===== src/design/bcg_pkg.sv =====
`timescale 1ns / 1ps

package bcg_pkg;

  localparam int TICK_W  = 7;
  localparam int COUNT_W = 4;
  localparam int TIMER_W = 8;
  localparam int CFG_IDX_W = 2;

  localparam logic signed [TIMER_W-1:0] TIMER_MAX = 8'sh7F;

  typedef enum logic [CFG_IDX_W-1:0] {
    CFG_LONG_PRESS    = 2'd0,
    CFG_SHORT_PRESS   = 2'd1,
    CFG_RELEASE_TMO   = 2'd2,
    CFG_MAX_CLICKS    = 2'd3
  } cfg_index_t;

  localparam logic [TICK_W-1:0]  LONG_PRESS_RST  = 7'd50;
  localparam logic [TICK_W-1:0]  SHORT_PRESS_RST = 7'd2;
  localparam logic [TICK_W-1:0]  RELEASE_TMO_RST = 7'd15;
  localparam logic [COUNT_W-1:0] MAX_CLICKS_RST  = 4'd4;

  typedef struct packed {
    logic [TICK_W-1:0]  long_press_ticks;
    logic [TICK_W-1:0]  short_press_ticks;
    logic [TICK_W-1:0]  release_timeout_ticks;
    logic [COUNT_W-1:0] max_clicks;
  } cfg_t;

  typedef struct packed {
    logic [COUNT_W-1:0] click_result;
    logic               long_active;
    logic               result_written;
  } result_t;

endpackage


===== src/design/bcg_in_if.sv =====
`timescale 1ns / 1ps

interface bcg_in_if;
  logic valid;
  logic ready;
  logic pressed;

  modport source (output valid, output pressed, input ready);
  modport sink (input valid, input pressed, output ready);
endinterface


===== src/design/bcg_out_if.sv =====
`timescale 1ns / 1ps

interface bcg_out_if;
  logic                       valid;
  logic                       ready;
  logic [bcg_pkg::COUNT_W-1:0] click_result;
  logic                       long_active;
  logic                       result_written;

  modport source (output valid, output click_result, output long_active,
                  output result_written, input ready);
  modport sink (input valid, input click_result, input long_active,
                input result_written, output ready);
endinterface


===== src/design/button_click_gesture_detector.sv =====
`timescale 1ns / 1ps

// Button click / long-press gesture detector.
// button: one request per scan tick, carrying the button level (pressed).
// result: one request per input tick with the reported click count, the
//   long-press flag and a pulse marking a tick that wrote the result.
// Config: cfg_we/cfg_index/cfg_wdata write long press, short press,
//   release timeout and max click registers; write only while idle.
// Path: an accepted tick sits in the input register, and its result is
//   registered in the result register, from which it is taken.
// Throughput: one tick per cycle unless stalled; the gesture state update is
//   a single compare/increment step between the input and result registers.
// Stall: when the receiver holds ready low, the result register holds its
//   request, the input register fills, and button.ready drops until the
//   result is taken. Nothing is lost or repeated.
// Reset: rst (synchronous) clears the timer, counters, long-press flag and the
//   valid bits of both pipeline registers; loads register defaults 50/2/15/4.
module button_click_gesture_detector (
  input  logic                          clk,
  input  logic                          rst,
  input  logic                          cfg_we,
  input  logic [bcg_pkg::CFG_IDX_W-1:0] cfg_index,
  input  logic [bcg_pkg::TICK_W-1:0]    cfg_wdata,
  bcg_in_if.sink                        button,
  bcg_out_if.source                     result
);

  bcg_pkg::cfg_t    cfg;
  bcg_pkg::result_t res;

  logic stage_valid;
  logic stage_pressed;
  logic out_free;
  logic advance;

  assign out_free     = !result.valid || result.ready;
  assign advance      = stage_valid && out_free;
  assign button.ready = !stage_valid || advance;

  bcg_cfg u_cfg (
    .clk       (clk),
    .rst       (rst),
    .cfg_we    (cfg_we),
    .cfg_index (cfg_index),
    .cfg_wdata (cfg_wdata),
    .cfg       (cfg)
  );

  bcg_core u_core (
    .clk     (clk),
    .rst     (rst),
    .step    (advance),
    .pressed (stage_pressed),
    .cfg     (cfg),
    .res     (res)
  );

  always_ff @(posedge clk) begin
    if (rst) begin
      stage_valid  <= 1'b0;
      result.valid <= 1'b0;
    end else begin
      if (button.ready) begin
        stage_valid <= button.valid;
      end
      if (out_free) begin
        result.valid <= stage_valid;
      end
    end
  end

  always_ff @(posedge clk) begin
    if (button.valid && button.ready) begin
      stage_pressed <= button.pressed;
    end
    if (advance) begin
      result.click_result   <= res.click_result;
      result.long_active    <= res.long_active;
      result.result_written <= res.result_written;
    end
  end

endmodule


===== src/design/bcg_cfg.sv =====
`timescale 1ns / 1ps

module bcg_cfg (
  input  logic                          clk,
  input  logic                          rst,
  input  logic                          cfg_we,
  input  logic [bcg_pkg::CFG_IDX_W-1:0] cfg_index,
  input  logic [bcg_pkg::TICK_W-1:0]    cfg_wdata,
  output bcg_pkg::cfg_t                 cfg
);

  always_ff @(posedge clk) begin
    if (rst) begin
      cfg.long_press_ticks      <= bcg_pkg::LONG_PRESS_RST;
      cfg.short_press_ticks     <= bcg_pkg::SHORT_PRESS_RST;
      cfg.release_timeout_ticks <= bcg_pkg::RELEASE_TMO_RST;
      cfg.max_clicks            <= bcg_pkg::MAX_CLICKS_RST;
    end else if (cfg_we) begin
      unique case (bcg_pkg::cfg_index_t'(cfg_index))
        bcg_pkg::CFG_LONG_PRESS:  cfg.long_press_ticks      <= cfg_wdata;
        bcg_pkg::CFG_SHORT_PRESS: cfg.short_press_ticks     <= cfg_wdata;
        bcg_pkg::CFG_RELEASE_TMO: cfg.release_timeout_ticks <= cfg_wdata;
        bcg_pkg::CFG_MAX_CLICKS:  cfg.max_clicks <= cfg_wdata[bcg_pkg::COUNT_W-1:0];
        default: ;
      endcase
    end
  end

endmodule


===== src/design/bcg_core.sv =====
`timescale 1ns / 1ps

module bcg_core (
  input  logic             clk,
  input  logic             rst,
  input  logic             step,
  input  logic             pressed,
  input  bcg_pkg::cfg_t    cfg,
  output bcg_pkg::result_t res
);

  logic signed [bcg_pkg::TIMER_W-1:0] press_timer, press_timer_next;
  logic [bcg_pkg::COUNT_W-1:0]        click_counter, click_counter_next;
  logic [bcg_pkg::COUNT_W-1:0]        result_clicks, result_clicks_next;
  logic                               long_flag, long_flag_next;
  logic                               written;

  logic signed [bcg_pkg::TIMER_W-1:0] long_th, short_th, tmo_th, timer_up;
  logic [bcg_pkg::COUNT_W-1:0]        count_inc;

  assign long_th  = $signed({1'b0, cfg.long_press_ticks});
  assign short_th = $signed({1'b0, cfg.short_press_ticks});
  assign tmo_th   = 8'sd0 - $signed({1'b0, cfg.release_timeout_ticks});
  assign timer_up = (press_timer < bcg_pkg::TIMER_MAX) ? press_timer + 8'sd1 : press_timer;
  assign count_inc = click_counter + 4'd1;

  always_comb begin
    press_timer_next   = press_timer;
    click_counter_next = click_counter;
    result_clicks_next = result_clicks;
    long_flag_next     = long_flag;
    written            = 1'b0;
    priority if (pressed) begin
      if (!long_flag) begin
        press_timer_next = timer_up;
        if (timer_up >= long_th) begin
          long_flag_next     = 1'b1;
          result_clicks_next = '0;
          written            = 1'b1;
        end
      end
    end else if (press_timer >= short_th) begin
      press_timer_next = '0;
      if (long_flag) begin
        long_flag_next     = 1'b0;
        result_clicks_next = '0;
        written            = 1'b1;
      end else if (count_inc == cfg.max_clicks) begin
        result_clicks_next = count_inc;
        click_counter_next = '0;
        written            = 1'b1;
      end else begin
        click_counter_next = count_inc;
      end
    end else if (click_counter != '0 && press_timer > tmo_th) begin
      press_timer_next = press_timer - 8'sd1;
    end else if (click_counter != '0) begin
      result_clicks_next = click_counter;
      click_counter_next = '0;
      written            = 1'b1;
    end
  end

  always_ff @(posedge clk) begin
    if (rst) begin
      press_timer   <= '0;
      click_counter <= '0;
      result_clicks <= '0;
      long_flag     <= 1'b0;
    end else if (step) begin
      press_timer   <= press_timer_next;
      click_counter <= click_counter_next;
      result_clicks <= result_clicks_next;
      long_flag     <= long_flag_next;
    end
  end

  assign res.click_result   = result_clicks_next;
  assign res.long_active    = long_flag_next;
  assign res.result_written = written;

endmodule

===== src/flat_wrapper.sv =====
// flat-port wrapper written by rule: the top's interface ports become plain ports
module button_click_gesture_detector_flat 
  (clk, rst, cfg_we, cfg_index, cfg_wdata, button_valid, button_pressed, button_ready, result_valid, result_click_result, result_long_active, result_result_written, result_ready);
  bcg_in_if button_i ();
  bcg_out_if result_i ();
  input  logic clk;
  input  logic rst;
  input  logic cfg_we;
  input  logic [bcg_pkg::CFG_IDX_W-1:0] cfg_index;
  input  logic [bcg_pkg::TICK_W-1:0] cfg_wdata;
  input wire logic [$bits(button_i.valid)-1:0] button_valid;
  input wire logic [$bits(button_i.pressed)-1:0] button_pressed;
  output wire logic [$bits(button_i.ready)-1:0] button_ready;
  output wire logic [$bits(result_i.valid)-1:0] result_valid;
  output wire logic [$bits(result_i.click_result)-1:0] result_click_result;
  output wire logic [$bits(result_i.long_active)-1:0] result_long_active;
  output wire logic [$bits(result_i.result_written)-1:0] result_result_written;
  input wire logic [$bits(result_i.ready)-1:0] result_ready;
  assign button_i.valid = button_valid;
  assign button_i.pressed = button_pressed;
  assign button_ready = button_i.ready;
  assign result_valid = result_i.valid;
  assign result_click_result = result_i.click_result;
  assign result_long_active = result_i.long_active;
  assign result_result_written = result_i.result_written;
  assign result_i.ready = result_ready;
  button_click_gesture_detector u_core (.clk(clk), .rst(rst), .cfg_we(cfg_we), .cfg_index(cfg_index), .cfg_wdata(cfg_wdata), .button(button_i), .result(result_i));
endmodule

===== config.mk =====
export PLATFORM = sky130hd
export DESIGN_NAME = button_click_gesture_detector_flat
export DESIGN_NICKNAME = d
export VERILOG_FILES = /design/src/design/bcg_pkg.sv /design/src/design/bcg_in_if.sv /design/src/design/bcg_out_if.sv /design/src/design/button_click_gesture_detector.sv /design/src/design/bcg_cfg.sv /design/src/design/bcg_core.sv /design/src/flat_wrapper.sv
export SDC_FILE = /design/constraint.sdc
export NUM_CORES = 1
export LEC_CHECK = 0
export BUFFER_PORTS_ARGS = -buffer_cell sky130_fd_sc_hd__buf_4
export CORE_AREA = 3 3 102 104
export CTS_BUF_LIST = sky130_fd_sc_hd__clkbuf_4 sky130_fd_sc_hd__clkbuf_8
export DETAILED_ROUTE_END_ITERATION = 7
export DIE_AREA = 0 0 105 107
export SYNTH_ARGS = -nofsm -noshare
export SYNTH_HDL_FRONTEND = slang
export SYNTH_SLANG_ARGS = --single-unit

===== constraint.sdc =====
create_clock -name clk -period 3.5 [get_ports clk]
set_clock_uncertainty 0.15 [all_clocks]
set_input_delay 0.7 -clock clk [delete_from_list [all_inputs] [get_ports clk]]
set_output_delay 0.7 -clock clk [all_outputs]
set_load 0.05 [all_outputs]

* After elaboration in Yosys (flattened, before gate mapping)
Cells that the tools add are included.
** Word-level totals
- Memory bits (writable) :: 0
- Bits in read-only memories :: 0
- Flip-flop bits (word level) :: 51
- Memories :: 0
- Logic and storage cells :: 76
- Output and inout bits :: 8
- Bits in latches :: 0
** Operators by class
- Reduce and logical (&&, ||, !) cells :: 17
- Shift-type cells :: 0
- $mul :: 0
- Mux-type cells :: 29
- $lt $le $gt $ge :: 4
- Add/sub/neg operators :: 4
- Divide/modulo/power cells :: 0
- Equality and inequality tests :: 7
- Bitwise operators :: 1
** Operator list (count)
- 4-bit 2-to-1 mux :: 13
- 8-bit 2-to-1 mux :: 5
- 8-bit greater-or-equal comparator :: 2
- 1-bit 2-to-1 mux :: 11
- 8-bit by 2-bit adder with 8-bit output (second input constant) :: 1
- 8-bit > comparator :: 1
- 8-bit less-than comparator (second input constant) :: 1
- 2-bit AND reduction :: 4
- 1-bit by 7-bit subtractor with 8-bit output (first input constant) :: 1
- 8-bit by 2-bit subtractor with 8-bit output (second input constant) :: 1
- 2-bit inequality test (second input constant) :: 3
- 5-bit AND reduction :: 1
- 4-bit by 1-bit adder with 4-bit output (second input constant) :: 1
- 2-bit == test (second input constant) :: 2
- 4-bit == test :: 1
- 4-bit nonzero test :: 1
- 1-bit logical AND :: 3
- 3-bit AND reduction :: 1
- 3-bit nonzero test :: 1
- 2-bit by 1-bit == test with 1-bit output (second input constant) :: 1
- 1-bit zero test :: 2
- 2-bit zero test :: 1
- 1-bit logical OR :: 2
- 2-bit nonzero test :: 1
- 1-bit inverter :: 1

* Longest topological paths before layout
- Depth after elaboration :: 6
- Depth in mapped cells :: 14
- Gate-level depth less buffers :: 14

* Hierarchy
A second synthesis with hierarchy kept.
** Unflattened totals
- Cells, all modules :: 405
- Area total of the unflattened synthesis :: 3514.6 µm²
** Modules (own cells, without submodules)
- bcg_core :: cells an instance 287, area an instance 2157.1 µm², times used 1
- bcg_cfg :: cells an instance 101, area an instance 1043.5 µm², times used 1
- button_click_gesture_detector :: cells an instance 17, area an instance 314.1 µm², times used 1

* Least setup slack after synthesis
Ideal clock, no wire load.
- Path type :: flip-flop to flip-flop
- From :: register u_core.u_core.press_timer[1] in the netlist's numbering
- To :: register u_core.u_core.result_clicks[1] in the netlist's numbering
- Clock period less this slack :: 3.378 ns
- Cell stages (with the launch flop) :: 14
- Data required time :: 3.271 ns
- Arrival :: 3.149 ns
- Slack :: 0.122 ns
- Cells stage by stage :: dfxtp_1 ha_1 nand2_1 nor4_1 nor2_1 xor2_1 ha_1 or4_1 a21oi_1 o31ai_1 and3_1 a22o_1 or3_1 o211ai_1
** On the way
- Word-level cells in the longest chain between the ends :: 6
** RTL lines
- start, declared :: RTL line bcg_core.sv:12 : logic signed [bcg_pkg::TIMER_W-1:0] press_timer, press_timer_next;
- start signal, assigned :: RTL line bcg_core.sv:71 : press_timer <= press_timer_next;
- 8-bit by 2-bit adder with 8-bit output or 8-bit less-than comparator (tied branches) :: RTL line bcg_core.sv:24 : assign timer_up = (press_timer < bcg_pkg::TIMER_MAX) ? press_timer + 8'sd1 : press_timer;
- 8-bit 2-to-1 mux :: RTL line bcg_core.sv:24
- 8-bit greater-or-equal comparator :: RTL line bcg_core.sv:36 : if (timer_up >= long_th) begin
- 4-bit 2-to-1 mux :: RTL line bcg_core.sv:36
- 4-bit 2-to-1 mux :: RTL line bcg_core.sv:34 : if (!long_flag) begin
- 4-bit 2-to-1 mux (*) :: RTL line bcg_core.sv:33 : priority if (pressed) begin
- end signal, assigned :: RTL line bcg_core.sv:73 : result_clicks <= result_clicks_next;
- end, declared :: RTL line bcg_core.sv:14 : logic [bcg_pkg::COUNT_W-1:0] result_clicks, result_clicks_next;
Mark *: on every way between the ends. The rest lies on a longest branch, timed or not.
A chain may end at the register's enable or synchronous reset.

* Worst setup path in the final report
- From :: register u_core.u_core.press_timer[0] in the netlist's numbering
- To :: register u_core.u_core.result_clicks[1] in the netlist's numbering
The elaborated chain is that of the path after synthesis.

==> run metrics <==
I/O pin count=23; ys async rst share=0; met2 WL=3.75 mm; leak pwr=0.00164 uW; worst hold path cell count=2; Worst EP required=3.58 ns; drt total wl=8.05 mm; mapped cell area=3310 um2; chip width=105 um; row count=36; number of clock sinks=51; worst hold path startpoint=u_core.u_cfg.cfg[16]; final instance area=3840 um2; top_reg_cell synth=dfxtp_1; outcome=complete, no violations; number of CTS-inserted buffers=5; Port Buffers=22; Routed Antenna Nets=0; CP max stage delay=0.54 ns; DP HPWL=5.91 mm; CP arrival=3.40 ns; top cell type's share of synthesized area=0.266; Synth warnings=0; Met1 Wirelength=3.88 mm; # setup viols final=0; Final Net Count=467; DR vias/cell=5.20; hold endpoint=u_core.u_cfg.cfg[16]; worst-case reg-to-reg path depth=14; Final TNS setup=0 ns; metal3 WL=258 um; Critical path buffers and inverters=0; CP endpoint kind=flip-flop; Max FO, Critical Path=4; number of global-route vias before repair=2724; Multi-input gate area=2030 um2; Min-Delay Path Class=reg2reg; clk buf depth=2; Inserted Diodes=0; FF/Latch Area=1090 um2; H-tree levels=2; Skew-Pair Late Insertion Delay=0.31 ns; reg2reg start=u_core.u_core.press_timer[0]; synth unique cells=62; Max Slew Vio Count=0; Initial Utilization=0.344; Tcrit/Tclk final=0.948; first-pass GRT wire length=13.2 mm; most frequent cells in the layout=48 x nor2_1, 45 x buf_4, 43 x dfxtp_1, 34 x nand2_1, 30 x inv_1; Achievable Freq=301 MHz; Worst-path clk slew=0.10 ns; clock root cell=clkbuf_8; cell taking the most area after synthesis=dfxtp_1; delay-heaviest family, CP=simple AND/OR/NAND/NOR gates; GRT Residual Overflow=0; die height=107 um; Area contributors post-synth=dfxtp_1 27%, ha_1 10%, edfxtp_1 6.3%; worst rel slew slack=0.636; Post-synth EDFFs=7; Core ar.=9640 um2; commonest non-fill, non-tap cell in the layout=nor2_1; setup slack, reg-to-reg=0.18 ns; placed inst area=3650 um2; pin count of the biggest net entering global routing=53; reg2reg end=u_core.u_core.result_clicks[1]; type of origin of the critical path=flip-flop; CTS tree=built; peak supply drop=221 uV; CP Cell Sequence=ha_2 > nand2_2 > nor3_2 > nand2b_1 > nand4_1 > xnor2_2 > ha_1 > or4_4 > a21oi_2 > o31ai_1 > and3_2 > a22o_1 > or3_1 > o211ai_1; Syn Nets=435; worst-margin pin slew=0.546 ns; max layer used=met4; Worst Path Class, Setup=reg2reg; share of cells above drive strength 1=0.178; Cells after Synth=393; area grow syn2layout=15.9%; PD cells=369 nW/um2; gr usage total=0.144; final hold vios=0; Avg WL per Cell=14.4 um; post-synthesis sequential area ratio=0.329; final core utilization=0.398; initial antenna violation count=0; die area=11200 um2; DRT iter0 DRCs=157; # fillers=1018; DRT Pass-1 Iters=5; maxcap violations=0; GP Congestion=0.789; residual DRC count=0; synthesized flop and latch total=51; slowest CP cell=or4_4; syn avg cell area=8.43 um2; crit path time final=3.32 ns; DR vias=2907
sequential cells by signal (all words and copies together), names as in the netlist:
name                          cells
u_core.result.click_result        4
u_core.u_cfg.cfg                 25
u_core.result.result_written      1
u_core.u_core.long_flag           1
u_core.u_core.click_counter       4
u_core.u_core.result_clicks       4
u_core.u_core.press_timer         8
u_core.stage_valid                1
u_core.stage_pressed              1
u_core.result.valid               1
u_core.result.long_active         1
per-stage QoR:
step	cells	setup slack [ns]	power (uW)	hold slack [ns]
floorplan	393	0.122	925	0.304
global route	559	-0.00595	1490	0.387
CTS	553	0.00676	1410	0.354
detailed placement	545	0.0316	1020	0.334
global placement	545	0.123	1020	0.319
finish	559	0.182	1410	0.353
synth_stat cells, types with 6 or more instances:
master / count
nand2b_1: 11
nand3_1: 7
a21oi_1: 29
nor3_1: 10
clkbuf_1: 8
edfxtp_1: 7
ha_1: 27
mux2i_1: 10
nor2_1: 49
xnor2_1: 6
xor2_1: 9
dfxtp_1: 44
o21ai_0: 8
buf_2: 6
nand2_1: 35
a211o_1: 6
inv_1: 30
cells by family (layout without fill, tap and decap cells):
group	count (synthesis)	count (layout)	share of synthesized area
flip-flops	51	51	0.329
multiplexers	10	10	0.0302
adder cells (fa/ha/maj)	27	27	0.102
XOR/XNOR	17	17	0.0536
AND/OR/NAND/NOR	152	152	0.230
buffers and inverters	50	83	0.0714
AO/OA/AOI/OAI	86	86	0.184
layer usage:
layer / vias up / global-route usage
li1: 1458 / -
met2: 65 / 0.240
met3: 18 / 0.0211
met1: 1366 / 0.192
met4: 0 / 0.0440
met5: - / 0
area by class of cell:
type	instances	area share
Clock buffer	7	0.0235
Clock inverter	1	0.00228
Inverter	30	0.0293
Multi-Input combinational cell	292	0.529
Sequential cell	51	0.285
Tap cell	133	0.0434
Timing Repair Buffer	45	0.0880
tightest hold or removal path: stages (launching register included):
cell	delay (ns)
dfxtp_1	0.34
mux2i_1	0.07
nor2_1	0.07
worst max-delay path by stage:
stage,start,end,slack [ns],depth (start not counted)
after floorplan,u_core.u_core.press_timer[1],u_core.u_core.result_clicks[1],0.12,13
after global placement,u_core.u_cfg.cfg[7],u_core.u_core.press_timer[0],0.12,11
after detailed placement,u_core.u_cfg.cfg[7],u_core.u_core.press_timer[0],0.03,11
after CTS,u_core.u_cfg.cfg[7],u_core.u_core.press_timer[0],0.007,11
after global routing,u_core.u_core.press_timer[0],u_core.result.click_result[0],-0.006,14
final,u_core.u_core.press_timer[0],u_core.u_core.result_clicks[1],0.18,14
where the power goes:
| group | total, uW | switching [uW] | internal [uW] |
|---|---|---|---|
| combinational | 391 | 233 | 158 |
| clock | 381 | 211 | 171 |
| sequential | 642 | 19.6 | 623 |
| total | 1410 | 463 | 951 |
repair_timing:
| action | in CTS | in global routing |
|---|---|---|
| resized for setup | 0 | 13 |
| setup buffers | 0 | 6 |
| hold buffers | 0 | 0 |
| endpoints found under the setup margin | 0 | 14 |
Power figures use the tool's default switching activity.
